===== src/hw/rtl/utf_pkg.sv =====
// Package for the UART transmitter with transmit FIFO.
// Holds sizes, command codes and the request and result types.
// No dependencies; every other file of the block uses it.
package utf_pkg;

  // Transmit FIFO geometry.
  localparam int FifoDepth = 16;
  localparam int PtrW      = $clog2(FifoDepth);
  localparam int CntW      = $clog2(FifoDepth + 1);

  // 8N1 frame layout: position 0 is start, 1..8 data, 9 and above stop.
  localparam int DataBits = 8;
  localparam int BitPosW  = 4;

  // Request queue between the front and the back.
  localparam int QueueDepth = 2;
  localparam int QIdxW      = $clog2(QueueDepth);
  localparam int QCntW      = $clog2(QueueDepth + 1);

  // Command codes.
  localparam logic CMD_TICK = 1'b0;
  localparam logic CMD_PUSH = 1'b1;

  // A classified request.
  typedef struct packed {
    logic                is_push;
    logic [DataBits-1:0] data;
  } cmd_t;

  // One result.
  typedef struct packed {
    logic       tx_line;
    logic       busy_res;
    logic [4:0] fifo_count;
    logic       push_dropped;
  } res_t;

endpackage


===== src/hw/rtl/utf_if.sv =====
// Valid/ready channel interfaces of the UART transmitter.
// Depends on utf_pkg for the data width.
interface utf_req_if;
  logic                         valid;
  logic                         ready;
  logic                         command;
  logic [utf_pkg::DataBits-1:0] tx_byte;

  modport source (output valid, output command, output tx_byte, input ready);
  modport sink   (input valid, input command, input tx_byte, output ready);
endinterface

interface utf_res_if;
  logic       valid;
  logic       ready;
  logic       tx_line;
  logic       busy_res;
  logic [4:0] fifo_count;
  logic       push_dropped;

  modport source (output valid, output tx_line, output busy_res, output fifo_count,
                  output push_dropped, input ready);
  modport sink   (input valid, input tx_line, input busy_res, input fifo_count,
                  input push_dropped, output ready);
endinterface


===== src/hw/rtl/utf_cmd_queue.sv =====
// Front of the UART transmitter: classifies requests and holds them in a
// short queue for the back end. Depends on utf_pkg.
module utf_cmd_queue (
  input  logic                         clk_i,
  input  logic                         rst_ni,
  input  logic                         req_valid_i,
  input  logic                         req_command_i,
  input  logic [utf_pkg::DataBits-1:0] req_byte_i,
  output logic                         req_ready_o,
  output logic                         cmd_valid_o,
  output utf_pkg::cmd_t                cmd_o,
  input  logic                         cmd_ready_i
);

  utf_pkg::cmd_t                    entry_q [utf_pkg::QueueDepth];
  logic [utf_pkg::QIdxW-1:0]        wr_ptr_q, wr_ptr_d;
  logic [utf_pkg::QIdxW-1:0]        rd_ptr_q, rd_ptr_d;
  logic [utf_pkg::QCntW-1:0]        count_q, count_d;
  logic                             push, pop;
  utf_pkg::cmd_t                    cmd_in;

  assign cmd_in.is_push = (req_command_i == utf_pkg::CMD_PUSH);
  assign cmd_in.data    = req_byte_i;

  assign req_ready_o = (count_q != utf_pkg::QCntW'(utf_pkg::QueueDepth));
  assign cmd_valid_o = (count_q != '0);
  assign cmd_o       = entry_q[rd_ptr_q];

  assign push = req_valid_i && req_ready_o;
  assign pop  = cmd_valid_o && cmd_ready_i;

  always_comb begin
    wr_ptr_d = wr_ptr_q;
    rd_ptr_d = rd_ptr_q;
    count_d  = count_q;
    if (push) begin
      wr_ptr_d = (wr_ptr_q == utf_pkg::QIdxW'(utf_pkg::QueueDepth - 1)) ? '0 : wr_ptr_q + 1'b1;
    end
    if (pop) begin
      rd_ptr_d = (rd_ptr_q == utf_pkg::QIdxW'(utf_pkg::QueueDepth - 1)) ? '0 : rd_ptr_q + 1'b1;
    end
    if (push && !pop) begin
      count_d = count_q + 1'b1;
    end else if (pop && !push) begin
      count_d = count_q - 1'b1;
    end
  end

  always_ff @(posedge clk_i or negedge rst_ni) begin
    if (!rst_ni) begin
      wr_ptr_q <= '0;
      rd_ptr_q <= '0;
      count_q  <= '0;
    end else begin
      wr_ptr_q <= wr_ptr_d;
      rd_ptr_q <= rd_ptr_d;
      count_q  <= count_d;
    end
  end

  always_ff @(posedge clk_i) begin
    if (push) begin
      entry_q[wr_ptr_q] <= cmd_in;
    end
  end

endmodule


===== src/hw/rtl/utf_engine.sv =====
// UART transmitter back end: transmit FIFO, 8N1 serializer, result register.
// Executes one queued request per cycle unless stalled. Depends on utf_pkg.
module utf_engine (
  input  logic          clk_i,
  input  logic          rst_ni,
  input  logic          cmd_valid_i,
  input  utf_pkg::cmd_t cmd_i,
  output logic          cmd_ready_o,
  output logic          res_valid_o,
  output utf_pkg::res_t res_o,
  input  logic          res_ready_i
);

  logic [utf_pkg::DataBits-1:0] fifo_mem [utf_pkg::FifoDepth];
  logic [utf_pkg::PtrW-1:0]     rd_ptr_q, rd_ptr_d;
  logic [utf_pkg::PtrW-1:0]     wr_ptr_q, wr_ptr_d;
  logic [utf_pkg::CntW-1:0]     count_q, count_d;
  logic                         sending_q, sending_d;
  logic [utf_pkg::BitPosW-1:0]  bit_pos_q, bit_pos_d;
  logic [utf_pkg::DataBits-1:0] shift_q, shift_d;
  logic                         line_q, line_d;
  logic                         dropped;
  logic                         fifo_we;
  logic                         fifo_re;
  logic                         fire;
  logic                         res_valid_q;
  utf_pkg::res_t                res_q;

  localparam logic [utf_pkg::PtrW-1:0] PtrLast = utf_pkg::PtrW'(utf_pkg::FifoDepth - 1);
  localparam logic [utf_pkg::CntW-1:0] CntFull = utf_pkg::CntW'(utf_pkg::FifoDepth);

  // The result register frees up in the same cycle it is taken.
  assign cmd_ready_o = !res_valid_q || res_ready_i;
  assign fire        = cmd_valid_i && cmd_ready_o;

  always_comb begin
    rd_ptr_d  = rd_ptr_q;
    wr_ptr_d  = wr_ptr_q;
    count_d   = count_q;
    sending_d = sending_q;
    bit_pos_d = bit_pos_q;
    shift_d   = shift_q;
    line_d    = line_q;
    dropped   = 1'b0;
    fifo_we   = 1'b0;
    fifo_re   = 1'b0;
    if (fire) begin
      if (cmd_i.is_push) begin
        if (count_q == CntFull) begin
          dropped = 1'b1;
        end else begin
          fifo_we  = 1'b1;
          wr_ptr_d = (wr_ptr_q == PtrLast) ? '0 : wr_ptr_q + 1'b1;
          count_d  = count_q + 1'b1;
        end
        sending_d = 1'b1;
      end else if (sending_q) begin
        if (bit_pos_q == '0) begin
          // Start bit, or nothing left to send. The popped byte is loaded
          // into the shift register at the clock edge.
          if (count_q != '0) begin
            fifo_re   = 1'b1;
            line_d    = 1'b0;
            bit_pos_d = utf_pkg::BitPosW'(1);
            rd_ptr_d  = (rd_ptr_q == PtrLast) ? '0 : rd_ptr_q + 1'b1;
            count_d   = count_q - 1'b1;
          end else begin
            line_d    = 1'b1;
            sending_d = 1'b0;
          end
        end else if (bit_pos_q <= utf_pkg::BitPosW'(utf_pkg::DataBits)) begin
          line_d    = shift_q[0];
          shift_d   = shift_q >> 1;
          bit_pos_d = bit_pos_q + 1'b1;
        end else begin
          // Stop bit; any position past the last data bit lands here.
          line_d    = 1'b1;
          bit_pos_d = '0;
          if (count_q == '0) begin
            sending_d = 1'b0;
          end
        end
      end
    end
  end

  always_ff @(posedge clk_i or negedge rst_ni) begin
    if (!rst_ni) begin
      rd_ptr_q    <= '0;
      wr_ptr_q    <= '0;
      count_q     <= '0;
      sending_q   <= 1'b0;
      bit_pos_q   <= '0;
      shift_q     <= '0;
      line_q      <= 1'b1;
      res_valid_q <= 1'b0;
    end else begin
      rd_ptr_q  <= rd_ptr_d;
      wr_ptr_q  <= wr_ptr_d;
      count_q   <= count_d;
      sending_q <= sending_d;
      bit_pos_q <= bit_pos_d;
      shift_q   <= fifo_re ? fifo_mem[rd_ptr_q] : shift_d;
      line_q    <= line_d;
      if (fire) begin
        res_valid_q <= 1'b1;
      end else if (res_ready_i) begin
        res_valid_q <= 1'b0;
      end
    end
  end

  always_ff @(posedge clk_i) begin
    if (fifo_we) begin
      fifo_mem[wr_ptr_q] <= cmd_i.data;
    end
    if (fire) begin
      res_q.tx_line      <= line_d;
      res_q.busy_res     <= sending_d;
      res_q.fifo_count   <= 5'(count_d);
      res_q.push_dropped <= dropped;
    end
  end

  assign res_valid_o = res_valid_q;
  assign res_o       = res_q;

endmodule


===== src/hw/rtl/uart_transmitter_with_fifo_unit.sv =====
// Top level of the 8N1 UART transmitter with a transmit FIFO.
// Depends on utf_pkg, utf_if, utf_cmd_queue and utf_engine.
//
//   Channel  Dir  Modport  Payload
//   req_i    in   sink     command, tx_byte
//   res_o    out  source   tx_line, busy_res, fifo_count, push_dropped
//
// One request per cycle is sustained while results are taken; each request
// passes through the request queue, then the engine's result register.
// The engine owns the result register and executes one request per cycle
// while it is free or being taken. Reset clears the pointers, counters and
// serializer; FIFO entries are not cleared. A stalled result register backs
// up into the two-entry request queue, which then lowers req_i.ready.
module uart_transmitter_with_fifo_unit (
  input  logic         clk_i,
  input  logic         rst_ni,
  utf_req_if.sink      req_i,
  utf_res_if.source    res_o
);

  logic          cmd_valid;
  logic          cmd_ready;
  utf_pkg::cmd_t cmd;
  logic          res_valid;
  utf_pkg::res_t res;

  utf_cmd_queue u_front (
    .clk_i         (clk_i),
    .rst_ni        (rst_ni),
    .req_valid_i   (req_i.valid),
    .req_command_i (req_i.command),
    .req_byte_i    (req_i.tx_byte),
    .req_ready_o   (req_i.ready),
    .cmd_valid_o   (cmd_valid),
    .cmd_o         (cmd),
    .cmd_ready_i   (cmd_ready)
  );

  utf_engine u_back (
    .clk_i       (clk_i),
    .rst_ni      (rst_ni),
    .cmd_valid_i (cmd_valid),
    .cmd_i       (cmd),
    .cmd_ready_o (cmd_ready),
    .res_valid_o (res_valid),
    .res_o       (res),
    .res_ready_i (res_o.ready)
  );

  assign res_o.valid        = res_valid;
  assign res_o.tx_line      = res.tx_line;
  assign res_o.busy_res     = res.busy_res;
  assign res_o.fifo_count   = res.fifo_count;
  assign res_o.push_dropped = res.push_dropped;

`ifndef SYNTHESIS
  // The FIFO never reports more entries than it holds.
  assert property (@(posedge clk_i) disable iff (!rst_ni)
    res_valid |-> (res.fifo_count <= 5'(utf_pkg::FifoDepth)))
    else $error("fifo_count exceeds FIFO depth");

  // When the sender is idle nothing may be waiting in the FIFO.
  assert property (@(posedge clk_i) disable iff (!rst_ni)
    (res_valid && !res.busy_res) |-> (res.fifo_count == '0))
    else $error("idle sender with queued bytes");

  // The line is only driven low inside a frame.
  assert property (@(posedge clk_i) disable iff (!rst_ni)
    (res_valid && !res.tx_line) |-> res.busy_res)
    else $error("line low while sender idle");

  // A dropped request means a full FIFO and a busy sender.
  assert property (@(posedge clk_i) disable iff (!rst_ni)
    (res_valid && res.push_dropped) |->
      (res.busy_res && (res.fifo_count == 5'(utf_pkg::FifoDepth))))
    else $error("request dropped without a full FIFO");
`endif

endmodule

===== src/flat_wrapper.sv =====
// flat-port wrapper written by rule: the top's interface ports become plain ports
module uart_transmitter_with_fifo_unit_flat 
  (clk_i, rst_ni, req_i_valid, req_i_command, req_i_tx_byte, req_i_ready, res_o_valid, res_o_tx_line, res_o_busy_res, res_o_fifo_count, res_o_push_dropped, res_o_ready);
  utf_req_if req_i_i ();
  utf_res_if res_o_i ();
  input  logic clk_i;
  input  logic rst_ni;
  input wire logic [$bits(req_i_i.valid)-1:0] req_i_valid;
  input wire logic [$bits(req_i_i.command)-1:0] req_i_command;
  input wire logic [$bits(req_i_i.tx_byte)-1:0] req_i_tx_byte;
  output wire logic [$bits(req_i_i.ready)-1:0] req_i_ready;
  output wire logic [$bits(res_o_i.valid)-1:0] res_o_valid;
  output wire logic [$bits(res_o_i.tx_line)-1:0] res_o_tx_line;
  output wire logic [$bits(res_o_i.busy_res)-1:0] res_o_busy_res;
  output wire logic [$bits(res_o_i.fifo_count)-1:0] res_o_fifo_count;
  output wire logic [$bits(res_o_i.push_dropped)-1:0] res_o_push_dropped;
  input wire logic [$bits(res_o_i.ready)-1:0] res_o_ready;
  assign req_i_i.valid = req_i_valid;
  assign req_i_i.command = req_i_command;
  assign req_i_i.tx_byte = req_i_tx_byte;
  assign req_i_ready = req_i_i.ready;
  assign res_o_valid = res_o_i.valid;
  assign res_o_tx_line = res_o_i.tx_line;
  assign res_o_busy_res = res_o_i.busy_res;
  assign res_o_fifo_count = res_o_i.fifo_count;
  assign res_o_push_dropped = res_o_i.push_dropped;
  assign res_o_i.ready = res_o_ready;
  uart_transmitter_with_fifo_unit u_core (.clk_i(clk_i), .rst_ni(rst_ni), .req_i(req_i_i), .res_o(res_o_i));
endmodule

===== config.mk =====
export PLATFORM = sky130hd
export DESIGN_NAME = uart_transmitter_with_fifo_unit_flat
export DESIGN_NICKNAME = d
export VERILOG_FILES = /design/src/hw/rtl/utf_pkg.sv /design/src/hw/rtl/utf_if.sv /design/src/hw/rtl/utf_cmd_queue.sv /design/src/hw/rtl/utf_engine.sv /design/src/hw/rtl/uart_transmitter_with_fifo_unit.sv /design/src/flat_wrapper.sv
export SDC_FILE = /design/constraint.sdc
export NUM_CORES = 1
export LEC_CHECK = 0
export ABC_AREA = 1
export BUFFER_PORTS_ARGS = -buffer_cell sky130_fd_sc_hd__buf_2
export CAP_MARGIN = 20
export CELL_PAD_IN_SITES_DETAIL_PLACEMENT = 0
export CELL_PAD_IN_SITES_GLOBAL_PLACEMENT = 1
export CORE_MARGIN = 2
export CORE_UTILIZATION = 35
export DETAILED_ROUTE_END_ITERATION = 16
export PLACE_DENSITY = 0.62
export SYNTH_ARGS = -nofsm -noshare
export SYNTH_HDL_FRONTEND = slang
export SYNTH_SLANG_ARGS = --single-unit
export TNS_END_PERCENT = 30

===== constraint.sdc =====
create_clock -name clk_i -period 1.95 [get_ports clk_i]
set_input_delay 0.0975 -clock clk_i [delete_from_list [all_inputs] [get_ports clk_i]]
set_output_delay 0.0975 -clock clk_i [all_outputs]
set_load 0.01 [all_outputs]

# Word level (Yosys, flattened, before mapping)
# Memories as Yosys holds them, arrays and structs flattened.
# Cells that the tools add are included.
dict set report op_classes {
  add_sub_neg 9
  n_lt_le_gt_ge 1
  n_eq_ne 7
  n_mux 48
  bitwise 2
  n_reduce_logical 21
}
# op count
set op_table {}
lappend op_table {{$mux W8} 6}
lappend op_table {{$mux W5} 6}
lappend op_table {{$mux W1} 29}
lappend op_table {{$mux W4} 5}
lappend op_table {{$add A4 B1 Y4 const B} 3}
lappend op_table {{$reduce_bool A2 Y1} 6}
lappend op_table {{$reduce_and A5 Y1} 2}
lappend op_table {{$eq A4 B4 Y1 const B} 2}
lappend op_table {{$add A5 B1 Y5 const B} 1}
lappend op_table {{$eq A5 B5 Y1 const B} 1}
lappend op_table {{$logic_not A5 Y1} 1}
lappend op_table {{$reduce_bool A5 Y1} 1}
lappend op_table {{$sub A5 B1 Y5 const B} 1}
lappend op_table {{$le A4 B4 Y1 const B} 1}
lappend op_table {{$logic_and A1 B1 Y1} 4}
lappend op_table {{$logic_not A4 Y1} 1}
lappend op_table {{$mux W2} 2}
lappend op_table {{$ne A2 B1 Y1 const B} 2}
lappend op_table {{$ne A2 B2 Y1 const B} 2}
lappend op_table {{$reduce_and A4 Y1} 1}
lappend op_table {{$logic_not A1 Y1} 3}
lappend op_table {{$reduce_and A3 Y1} 1}
lappend op_table {{$add A1 B1 Y1 const B} 2}
lappend op_table {{$add A2 B1 Y2 const B} 1}
lappend op_table {{3 further kinds} 4}
dict set report word_totals {
  reg_bits 40
  ram_bits 146
  out_inout_bits 10
  wordCells 105
  n_memories 2
}
# memory words word_bits read_ports rd_clocked_by_memory_dff wr line
set mem_list {}
lappend mem_list {u_core.u_back.fifo_mem 16 8 1 0 1 utf_engine.sv:14} ;# logic [utf_pkg::DataBits-1:0] fifo_mem [utf_pkg::FifoDepth];
lappend mem_list {u_core.u_front.entry_q 2 9 1 0 1 utf_cmd_queue.sv:15} ;# utf_pkg::cmd_t entry_q [utf_pkg::QueueDepth];

# Logic depth before layout (Yosys ltp)
# Gate-level depths: netlist of the first run.
dict set report depth {
  word_depth 8
  mapped_depth 13
  ltp_nobuf 12
}

# Cells and area by module
# From an unflattened synthesis of the first run, not the netlist that was laid out.
dict set report unflattened {
  hier_cells 789
  area_unflattened_um2 8217.9
}
# module instances cells_per_inst area_each_um2 seq_area_each_um2
set by_module_without_submodules {}
lappend by_module_without_submodules {utf_engine 1 714 7319.5 4785.8}
lappend by_module_without_submodules {utf_cmd_queue 1 75 898.4 640.6}

# Worst setup path before layout of the first run
# OpenSTA, ideal clock, no wires.
dict set report synth_timing {
  path_type {register -> register}
  from {reg u_core.u_back.count_q[0] in the netlist's numbering}
  to {mem u_core.u_back.fifo_mem[12][0] in the netlist's numbering, enable pin}
  setup_time_ns 0.370
  t_arrival_ns 1.536
  required_time_ns 1.580
  path_slack_ns 0.043
  path_stages_with_launch 8
  path_buffers 0
  synth_period_minus_slack_ns 1.907
  cell_sequence {dfrtp_1 inv_1 ha_1 nand3_1 nand3_2 inv_2 nand2_1 nor2_1}
}
dict set report synth_via {
  elab_chain_cells 6
}
# element line
set synth_rtl {}
lappend synth_rtl {{from (decl)} utf_engine.sv:17} ;# logic [utf_pkg::CntW-1:0] count_q, count_d;
lappend synth_rtl {{from (signal assigned)} utf_engine.sv:100} ;# count_q <= count_d;
lappend synth_rtl {{$eq A5 B5 Y1} utf_engine.sv:49} ;# if (count_q == CntFull) begin
lappend synth_rtl {{$mux W1} utf_engine.sv:49}
lappend synth_rtl {{$mux W1} utf_engine.sv:48} ;# if (cmd_i.is_push) begin
lappend synth_rtl {{$mux W1} utf_engine.sv:47} ;# if (fire) begin
lappend synth_rtl {{$mux W1} utf_engine.sv:114} ;# if (fifo_we) begin
lappend synth_rtl {{$mux W1 (not written as such)} utf_engine.sv:115} ;# fifo_mem[wr_ptr_q] <= cmd_i.data;
lappend synth_rtl {{to (decl)} utf_engine.sv:14}
# Every way passes these cells.

# Worst setup path after layout of the first run
dict set report layout_timing {
  from {reg u_core.u_back.count_q[0] in the netlist's numbering}
  to {mem u_core.u_back.fifo_mem[9][3] in the netlist's numbering, enable pin}
}
# Same word-level chain as after synthesis.

==> summary.md, run 1 <==
| Metric | Value |
|---|---|
| CP Cell Sequence | inv_1 -> ha_1 -> nand3_1 -> nand3_2 -> inv_2 -> nand2_1 -> nor2_1 -> buf_4 |
| Slowest stage delay, CP | 350 ps |
| Critical setup path kind | reg -> reg |
| Switching share of total power | 37.8% |
| R2R setup slack | 200 ps |
| Site row count | 55 |
| Final setup fails | 0 |
| Synth async-reset ratio | 17.2% |
| Seq pwr share | 38.2% |
| N_diodes | 0 |
| Mapped Cells | 795 |
| Vias in the first global route | 5,177 |
| Cell Int Power | 9530 uW |
| Most frequent cell after synthesis | nand2_1 |
| Max cap viols | 0 |
| RR Endpoint | u_core.u_back.fifo_mem[9][3] |
| GRT Total Usage | 15.9% |
| Hold path depth | 4 |
| Post-synth EDFFs | 154 |
| Post-CTS setup buffer count | 0 |
| Maximum VDD drop | 0.000704 V |
| DR iter-0 viols | 380 |
| DRT Wirelength | 18.3 mm |
| Status | finished, final reports clean |
| Total gr overflow | 0 |
| Antenna-violating nets left | 0 |
| Worst EP required | 2100 ps |
| Max FO, Critical Path | 8 |
| Die W | 157 microns |
| Die area | 24,600 sq um |
| Seq/Total Area, Yosys | 66.3% |
| Critical path origin | u_core.u_back.count_q[0] |
| First-pass GRT wire length | 29.0 mm |
| Core area | 22,800 sq um |
| Mapped cell area | 8190 sq um |
| GPL Wtd Cong | 0.785 |
| Avg Cell Area, Syn | 10.3 sq um |
| Total CTS buffers | 17 |
| RSZ-0062 raised after global routing | false |
| Via count | 5,367 |
| Leading area contributor after synthesis | edfxtp_1 |
| Pwr Density | 1570 nW/um^2 |
| Synth Register Bits | 186 |
| Synth top area share | 56.5% |
| Net switching power | 5800 uW |
| Nature of the critical path startpoint | flip-flop |
| Hpwl dp | 12.4 mm |
| Clock transition at the registers of the reported paths | 70 ps |
| H-tree depth | 4 |
| Largest net degree at the start of global routing | 36 |
| Final instance area | 9760 sq um |
| Initial Util | 35.9% |
| CTS tree | done |
| Port bufs | 22 |
| Ranking of synthesized cells by area | edfxtp_1 56%, nand2_1 13%, dfrtp_1 9.5% |
| Fillers | 2,187 |
| IO Count | 23 |
| Minimum clock period after layout | 1750 ps |
| Synth-to-layout area growth | 19.3% |
| Die Y | 157 microns |
| Critical Path AT | 1900 ps |
| Cell Area, Placed | 8990 sq um |
| Worst hold path type | in -> reg |
| Primary FF master, synth | edfxtp_1 |
| Worst setup path endpoint | u_core.u_back.fifo_mem[9][3] |
| Slew HR | 64.1% |
| Clock Sinks | 186 |
| Post-synth cell types | 33 |
| WL per Instance | 15.2 microns |
| Initial antenna violation count | 0 |
| DRT Pass-1 Iters | 5 |
| Clk pwr share | 24.8% |
| DRC | 0 |
| Drt via density | 4.48 |
| Slowest CP cell | dfrtp_1 |
| Post-Route Setup TNS | 0 ps |
| Clk root buf | clkbuf_16 |
| Fmax | 0.571 GHz |
| Syn nets | 818 |
| Post-synth top cells | 273 x nand2_1, 154 x edfxtp_1, 91 x nand3_1 |
| Multi-input logic area | 2270 sq um |
| Final nets | 896 |
| Layout cells sized above 1 | 15.7% |
| YS warnings | 0 |
| Reg-to-Reg Start | u_core.u_back.count_q[0] |
| Gate power share | 37.0% |
| Worst R2R Path Depth | 8 |
| Clk_skew | 11.6 ps |
| Post-layout power | 15,300 uW |
| Static leakage | 0.00418 uW |
| Worst-Margin Slew | 538 ps |
| Util after Layout | 42.9% |
| Later-pin clock latency in the skew report | 440 ps |
| Clock buffer depth | 2 |
| Register area | 5430 sq um |
| Hold Fails Final Rpt | 0 |
| Fin. max-slew vios | 0 |
| Final period utilization | 89.8% |
| Crit end category | flip-flop |
per-stage QoR:
step | hold WS (ps) | setup WS (ps) | std cells
after floorplan | -198 | 43.4 | 795
after global placement | 121 | 122 | 1156
after detailed placement | 115 | 85.2 | 1156
after CTS | 12.0 | 75.8 | 1199
after global routing | 66.6 | 15.1 | 1199
final | 30.5 | 198 | 1199
flip-flops by register name, indices dropped and copies added (netlist names):
signal,flops
u_core.u_back.bit_pos_q,4
u_core.u_back.count_q,5
u_core.u_back.fifo_mem,128
u_core.u_back.line_q,1
u_core.u_back.rd_ptr_q,4
u_core.u_back.res_o,8
u_core.u_back.res_valid_o,1
u_core.u_back.sending_q,1
u_core.u_back.shift_q,8
u_core.u_back.wr_ptr_q,4
u_core.u_front.count_q,2
u_core.u_front.entry_q,18
u_core.u_front.rd_ptr_q,1
u_core.u_front.wr_ptr_q,1
logic make-up after synthesis:
| family | synth area share [%] |
|---|---|
| and+or+nand+nor | 22.5 |
| AOI/OAI and AO/OA | 2.29 |
| buffers and inverters | 6.11 |
| DFF | 66.3 |
| xor gates and xnor gates | 1.28 |
| adders and majority gates | 1.53 |
worst max-delay path, delay by kind of cell (launching register included):
| kind | cells | cell delay (ps) |
|---|---|---|
| adders and majority gates | 1 | 200 |
| buffers and inverters | 3 | 370 |
| DFF | 1 | 350 |
| and+or+nand+nor | 4 | 540 |
area by class of cell:
type,instances,share of cell area (%)
Sequential cell,186,55.6
Multi-Input combinational cell,489,23.3
Timing Repair Buffer,86,6.84
Clock buffer,17,4.36
Tap cell,313,4.01
Inverter,93,3.58
Clock inverter,15,2.36
power groups by stage:
stage / Combinational, uW / Clock [uW] / Sequential (uW)
floorplan: 3560 / 0 / 5850
global placement: 5740 / 0 / 5930
detailed placement: 5710 / 0 / 5940
CTS: 5750 / 3890 / 5850
global route: 6410 / 4040 / 5930
finish: 5680 / 3800 / 5850
worst min-delay path by stage:
| stage | startpoint | endpoint |
|---|---|---|
| floorplan | rst_ni | u_core.u_back.bit_pos_q[0] |
| global placement | rst_ni | u_core.u_back.bit_pos_q[1] |
| detailed placement | rst_ni | u_core.u_back.shift_q[6] |
| CTS | req_i_valid | u_core.u_front.wr_ptr_q |
| global route | req_i_valid | u_core.u_front.wr_ptr_q |
| finish | req_i_valid | u_core.u_front.wr_ptr_q |
routing by layer:
metal	GRT usage, %	up-vias	share of wire, %
met3	2.92	19	3.4
met5	0	-	0
li1	-	2742	-
met2	24.7	99	46
met1	22.4	2507	49
met4	5.42	0	1.5
cell usage in the layout (no fill, tap or decap), types with 2 or more instances in the layout:
master	instances
clkinv_4	3
ha_1	10
buf_4	49
a21oi_1	8
nand3_2	3
xnor2_1	3
inv_8	3
nand2_1	271
dlygate4sd3_1	11
inv_1	80
clkinv_1	3
bufinv_16	4
nor3_1	2
nor2_4	2
inv_6	3
nor2_1	51
dfrtp_1	29
edfxtp_1	154
buf_12	4
nand2_4	2
nand4_1	2
xor2_1	9
o21ai_0	20
nand3_1	91
inv_2	10
clkbuf_16	17
nand2_2	6
dfrtp_2	2
buf_2	22
timing repair:
item,4_1_cts,5_1_grt
setup endpoints to repair,0,65
endpoints found under the hold margin,37,0
gates resized for setup,0,4
hold buffers,11,0
Power figures use the tool's default switching activity.
==> run 2, diff against run 1 <==
--- a/config.mk
+++ b/config.mk
@@ -13,7 +13,7 @@
 export CORE_MARGIN = 2
 export CORE_UTILIZATION = 35
 export DETAILED_ROUTE_END_ITERATION = 16
-export PLACE_DENSITY = 0.62
+export PLACE_DENSITY = 0.6
 export SYNTH_ARGS = -nofsm -noshare
 export SYNTH_HDL_FRONTEND = slang
 export SYNTH_SLANG_ARGS = --single-unit
==> summary.md, run 2 (synthesis gave the netlist of run 1 again) <==
| Metric | Value |
|---|---|
| PnR worst setup slack | 130 ps (-68.0 ps) |
| R2R setup slack | 130 ps (-70 ps) |
| Clk root buf | clkbuf_16 |
| H-tree depth | 4 (unchanged) |
| Max FO, Critical Path | 8 (unchanged) |
| Die W | 157 microns (unchanged) |
| Initial antenna violation count | 0 (unchanged) |
| WL per Instance | 16.2 microns (+6.2%) |
| Clock transition at the registers of the reported paths | 70 ps (about the same) |
| Max cap viols | 0 (unchanged) |
| Nature of the critical path startpoint | flip-flop |
| First-pass GRT wire length | 30.4 mm (+5.0%) |
| Util after Layout | 42.1% (-0.80 points) |
| Hold path depth | 5 (+1) |
| Post-CTS setup buffer count | 0 (unchanged) |
| Antenna-violating nets left | 0 (unchanged) |
| Most frequent cells in the layout | 270 x nand2_1, 154 x edfxtp_1, 91 x nand3_1, 80 x inv_1, 50 x nor2_1 |
| DR iter-0 viols | 336 (-12%) |
| Final period utilization | 93.3% (+3.5 points) |
| Critical setup path kind | reg -> reg |
| DRT Wirelength | 19.3 mm (+5.4%) |
| Hpwl dp | 12.8 mm (+3.5%) |
| Slew HR | 67.0% (+2.9 points) |
| IO Count | 23 (unchanged) |
| N_diodes | 0 (unchanged) |
| Hold Crit Endpoint | u_core.u_front.wr_ptr_q |
| Clk_skew | 10.3 ps (-1.27 ps) |
| Max FFs per register | 128 (unchanged) |
| GPL Wtd Cong | 0.825 (+5.2%) |
| Hold path start | req_i_valid |
| CTS tree | done |
| Critical Path AT | 1950 ps (+50 ps) |
| Worst R2R Path Depth | 7 (-1) |
| Fin. max-slew vios | 0 (unchanged) |
| Initial Util | 35.9% (unchanged) |
| Static leakage | 0.00409 uW (-2.3%) |
| Final setup fails | 0 (unchanged) |
| Total gr overflow | 0 (unchanged) |
| Minimum clock period after layout | 1820 ps (+68.0 ps) |
| Vias in the first global route | 5,622 (+8.6%) |
| Fmax | 0.550 GHz (-3.7%) |
| Status | finished, final reports clean |
| Via count | 5,491 (+2.3%) |
| RSZ-0062 raised after global routing | false |
| Post-layout power | 14,800 uW (-3.6%) |
| Clock buffer depth | 2 (unchanged) |
| Die area | 24,600 sq um (unchanged) |
| Pwr Density | 1540 nW/um^2 (-1.7%) |
| Crit end category | flip-flop |
| Largest net degree at the start of global routing | 67 (+86%) |
| Port bufs | 22 (unchanged) |
| DRT Pass-1 Iters | 5 (unchanged) |
| Core area | 22,800 sq um (unchanged) |
| Reg-to-Reg Start | u_core.u_front.count_q[0] |
| GRT Total Usage | 16.5% (+0.63 points) |
| DP Worst Slack | 82.6 ps (-2.63 ps) |
| Later-pin clock latency in the skew report | 420 ps (-20 ps) |
| Drt via density | 4.61 (+3.1%) |
| Worst EP required | 2080 ps (-20 ps) |
| Final nets | 887 (-1.0%) |
| Synth-to-layout area growth | 17.0% |
| Die Y | 157 microns (unchanged) |
| Biggest register | u_core.u_back.fifo_mem |
| Total CTS buffers | 17 (unchanged) |
| Post-Route Setup TNS | 0 ps (unchanged) |
| Layout cells sized above 1 | 14.6% (-1.1 points) |
| Hold Fails Final Rpt | 0 (unchanged) |
| Site row count | 55 (unchanged) |
| RR Endpoint | u_core.u_back.fifo_mem[0][4] |
| Worst hold path type | in -> reg |
| Clock Sinks | 186 (unchanged) |
| DRC | 0 (unchanged) |
| Biggest regs | u_core.u_back.fifo_mem: 128 flops, u_core.u_front.entry_q: 18 flops |
| Worst-Margin Slew | 495 ps (-42.9 ps) |
| Commonest non-fill, non-tap cell in the layout | nand2_1 |
| Maximum VDD drop | 0.000745 V (+5.8%) |
run 2: cell count changes in the layout (fill, tap and decap cells not counted), sizes merged:
cell,change
bufinv,-3
inv,+1
buf,-9
clkbuf,+2
run 2: critical path, cell delays in order (launching register included):
cell and delay (ps):
dfrtp_1 430, nor2_2 100, nor2_8 190, nand3_2 150
inv_2 160, nand2_2 130, nor2_1 150, buf_4 200
run 2: worst max path at each step:
stage,depth (start not counted),startpoint,endpoint
CTS,7,u_core.u_front.count_q[0],u_core.u_back.fifo_mem[0][5]
floorplan,7,u_core.u_back.count_q[0],u_core.u_back.fifo_mem[12][0]
global route,11,u_core.u_back.bit_pos_q[0],u_core.u_back.shift_q[0]
global placement,8,u_core.u_back.count_q[0],u_core.u_back.fifo_mem[0][3]
detailed placement,8,u_core.u_back.count_q[0],u_core.u_back.fifo_mem[0][5]
finish,7,u_core.u_front.count_q[0],u_core.u_back.fifo_mem[0][4]
run 2: power breakdown:
part           internal [uW]  total, uW  switching, uW
Combinational           1720       5630           3900
Clock                   1800       3310           1510
Sequential              5460       5830            374
Total                   8990      14800           5790
run 2: final cells by class:
type | count | area [sq um]
well taps | 313 | 392
inverters | 93 | 349
clock buffers | 19 | 433
multi-input cells | 489 | 2270
clock inverters | 13 | 133
fillers | 2201 | 13200
flip-flops and latches | 186 | 5430
repair buffers | 77 | 576
run 2: metrics by stage:
| step | instances | cell area, sq um | hold WS, ps |
|---|---|---|---|
| 3_5_place_dp | 1147 | 8890 | 183 |
| 6_report | 1190 | 9580 | 78.9 |
| 5_1_grt | 1190 | 9580 | 93.4 |
| 3_3_place_gp | 1147 | 8890 | 172 |
| 4_1_cts | 1190 | 9570 | 59.4 |
| 2_1_floorplan | 795 | 8190 | -198 |
run 2: layer usage:
layer | GRT usage (%) | vias to the layer above | wire length, microns
li1 | - | 2729 | -
met1 | 22.6 | 2682 | 9370
met2 | 27.2 | 71 | 9180
met3 | 3.14 | 9 | 523
met4 | 4.15 | 0 | 187
met5 | 0 | - | 0
run 2: timing repair:
| action | CTS | global route |
|---|---|---|
| hold buffers | 11 | 0 |
| setup endpoints to repair | 0 | 27 |
| gates resized for setup | 0 | 5 |
| hold endpoints to repair | 50 | 0 |
==> run 3, diff against run 2 <==
--- a/config.mk
+++ b/config.mk
@@ -7,13 +7,14 @@
 export LEC_CHECK = 0
 export ABC_AREA = 1
 export BUFFER_PORTS_ARGS = -buffer_cell sky130_fd_sc_hd__buf_2
-export CAP_MARGIN = 20
+export CAP_MARGIN = 40
 export CELL_PAD_IN_SITES_DETAIL_PLACEMENT = 0
 export CELL_PAD_IN_SITES_GLOBAL_PLACEMENT = 1
 export CORE_MARGIN = 2
 export CORE_UTILIZATION = 35
 export DETAILED_ROUTE_END_ITERATION = 16
 export PLACE_DENSITY = 0.6
+export SETUP_SLACK_MARGIN = 0.3
 export SYNTH_ARGS = -nofsm -noshare
 export SYNTH_HDL_FRONTEND = slang
 export SYNTH_SLANG_ARGS = --single-unit
==> summary.md, run 3 (synthesis gave the netlist of run 1 again) <==
| Metric | Value |
|---|---|
| Status | finished, final reports clean |
| Slowest CP cell | dfrtp_1 |
| Maximum VDD drop | 0.000671 V (-9.9%) |
| Worst Hold Margin | 81.2 ps (+2.32 ps) |
| Worst hold path type | in -> reg |
| PnR worst setup slack | 307 ps (+177 ps) |
| Initial antenna violation count | 0 (unchanged) |
| Slowest stage delay, CP | 420 ps (about the same) |
| Layout cells sized above 1 | 19.3% (+4.7 points) |
| H-tree depth | 4 (unchanged) |
| Final nets | 889 (+0.23%) |
| Worst-Margin Slew | 530 ps (+35.3 ps) |
| Final setup fails | 0 (unchanged) |
| Slew HR | 64.6% (-2.4 points) |
| Post-Route Setup TNS | 0 ps (unchanged) |
| Final period utilization | 84.2% (-9.1 points) |
| Total CTS buffers | 17 (unchanged) |
| GPL Wtd Cong | 0.834 (+1.1%) |
| Fmax | 0.609 GHz (+11%) |
| Clk root buf | clkbuf_16 |
| Critical Path AT | 1890 ps (-60 ps) |
| Clock buffer depth | 2 (unchanged) |
| Die area | 24,600 sq um (unchanged) |
| DR iter-0 viols | 377 (+12%) |
| Site row count | 55 (unchanged) |
| Antenna-violating nets left | 0 (unchanged) |
| DRC | 0 (unchanged) |
| Max cap viols | 0 (unchanged) |
| DP Worst Slack | 164 ps (+81.2 ps) |
| Placed Cells | 1,132 (-1.3%) |
| IO Count | 23 (unchanged) |
| Clock transition at the registers of the reported paths | 80 ps (about the same) |
| Nature of the critical path startpoint | flip-flop |
| Minimum clock period after layout | 1640 ps (-177 ps) |
| Hold Fails Final Rpt | 0 (unchanged) |
| RSZ-0062 raised after global routing | true |
| Fin. max-slew vios | 0 (unchanged) |
| Static leakage | 0.00414 uW (+1.4%) |
| Commonest non-fill, non-tap cell in the layout | nand2_1 |
| Hpwl dp | 13.2 mm (+2.6%) |
| Biggest register | u_core.u_back.fifo_mem |
| Initial Util | 35.9% (unchanged) |
| CP Cell Sequence | inv_2 -> buf_4 -> nand2_1 -> nand3_2 -> nor2_4 -> buf_12 -> nand2_8 -> inv_4 -> nor3_1 |
| DRT Pass-1 Iters | 4 (-1) |
| Core area | 22,800 sq um (unchanged) |
| Worst path top cell family by delay | simple AND/OR/NAND/NOR gates |
| First-pass GRT wire length | 31.1 mm (+2.2%) |
| Via count | 5,579 (+1.6%) |
| Clock Sinks | 186 (unchanged) |
| Util after Layout | 44.0% (+2.0 points) |
| Total gr overflow | 0 (unchanged) |
| Most frequent cells in the layout | 265 x nand2_1, 154 x edfxtp_1, 89 x nand3_1, 75 x inv_1, 35 x buf_4 |
| CP Buf/Inv Count | 4 (+2) |
| Worst EP required | 2200 ps (+120 ps) |
| Max FO, Critical Path | 9 (+1) |
| Drt via density | 4.68 (+1.4%) |
| Port bufs | 22 (unchanged) |
| Die W | 157 microns (unchanged) |
| Vias in the first global route | 5,570 (-0.92%) |
| Largest net degree at the start of global routing | 36 (-46%) |
| CTS tree | done |
| Finished Layout Cells | 1,192 (+0.17%) |
| Later-pin clock latency in the skew report | 440 ps (+20 ps) |
| Critical setup path kind | reg -> reg |
| WL per Instance | 16.8 microns (+3.9%) |
| Die Y | 157 microns (unchanged) |
| Pwr Density | 1580 nW/um^2 (+2.7%) |
| GRT Total Usage | 17.0% (+0.54 points) |
| DRT Wirelength | 20.0 mm (+4.1%) |
| Hold path depth | 5 (unchanged) |
| Biggest regs | u_core.u_back.fifo_mem: 128 flops, u_core.u_front.entry_q: 18 flops |
| Crit end category | flip-flop |
| Clk_skew | 14.0 ps (+3.64 ps) |
| Synth-to-layout area growth | 22.5% |
| Critical Path Stages | 9 (+2) |
| Max FFs per register | 128 (unchanged) |
| N_diodes | 0 (unchanged) |
| Worst R2R Path Depth | 9 (+2) |
run 3: area by class of cell:
class | instances | area (sq um)
Fill cell | 2165 | 12700
Multi-Input combinational cell | 490 | 2590
Timing Repair Buffer | 78 | 667
Sequential cell | 186 | 5430
Clock buffer | 18 | 429
Inverter | 93 | 393
Clock inverter | 14 | 129
Tap cell | 313 | 392
run 3: what timing repair did:
action / in CTS / in global routing
hold buffers: 11 / 0
pin swaps: 5 / 13
setup buffers: 7 / 7
resized for setup: 14 / 47
endpoints found under the setup margin: 141 / 153
cloned: 0 / 3
endpoints found under the hold margin: 36 / 0
run 3: power breakdown:
group	switching, uW	leakage [uW]	internal [uW]
Combinational	4430	0.00209	2270
Clock	1620	0.000270	1690
Sequential	402	0.00178	5460
Total	6460	0.00414	9420
run 3: metal layers:
metal | global-route usage [%] | part of all wire [%] | vias up
met5 | 0 | 0 | -
met4 | 5.11 | 1.6 | 0
met3 | 3.66 | 3.1 | 23
met2 | 28.2 | 49 | 76
met1 | 22.6 | 47 | 2728
li1 | - | - | 2752
run 3: tightest hold or removal path: stages:
cell and delay, ps:
buf_2 80, nand2_2 60, inv_1 110, nor2_1 50, nor2_1 70
run 3: worst paths after layout:
check | startpoint | end | slack, ps
max | u_core.u_front.rd_ptr_q | u_core.u_back.res_o[7] | 310
min | req_i_valid | u_core.u_front.wr_ptr_q | 80
max reg2reg | u_core.u_front.rd_ptr_q | u_core.u_back.res_o[7] | 310
min reg2reg | u_core.u_back.shift_q[2] | u_core.u_back.shift_q[2] | 490
max in group asynchronous | rst_ni | u_core.u_front.count_q[1] | 1300
min in group asynchronous | rst_ni | u_core.u_back.shift_q[5] | 170
run 3: per-stage QoR:
step	power [uW]	cell area, sq um
detailed placement	11800	8950
floorplan	9640	8340
global route	17000	10000
global placement	11700	8950
CTS	15300	9730
finish	15900	10000
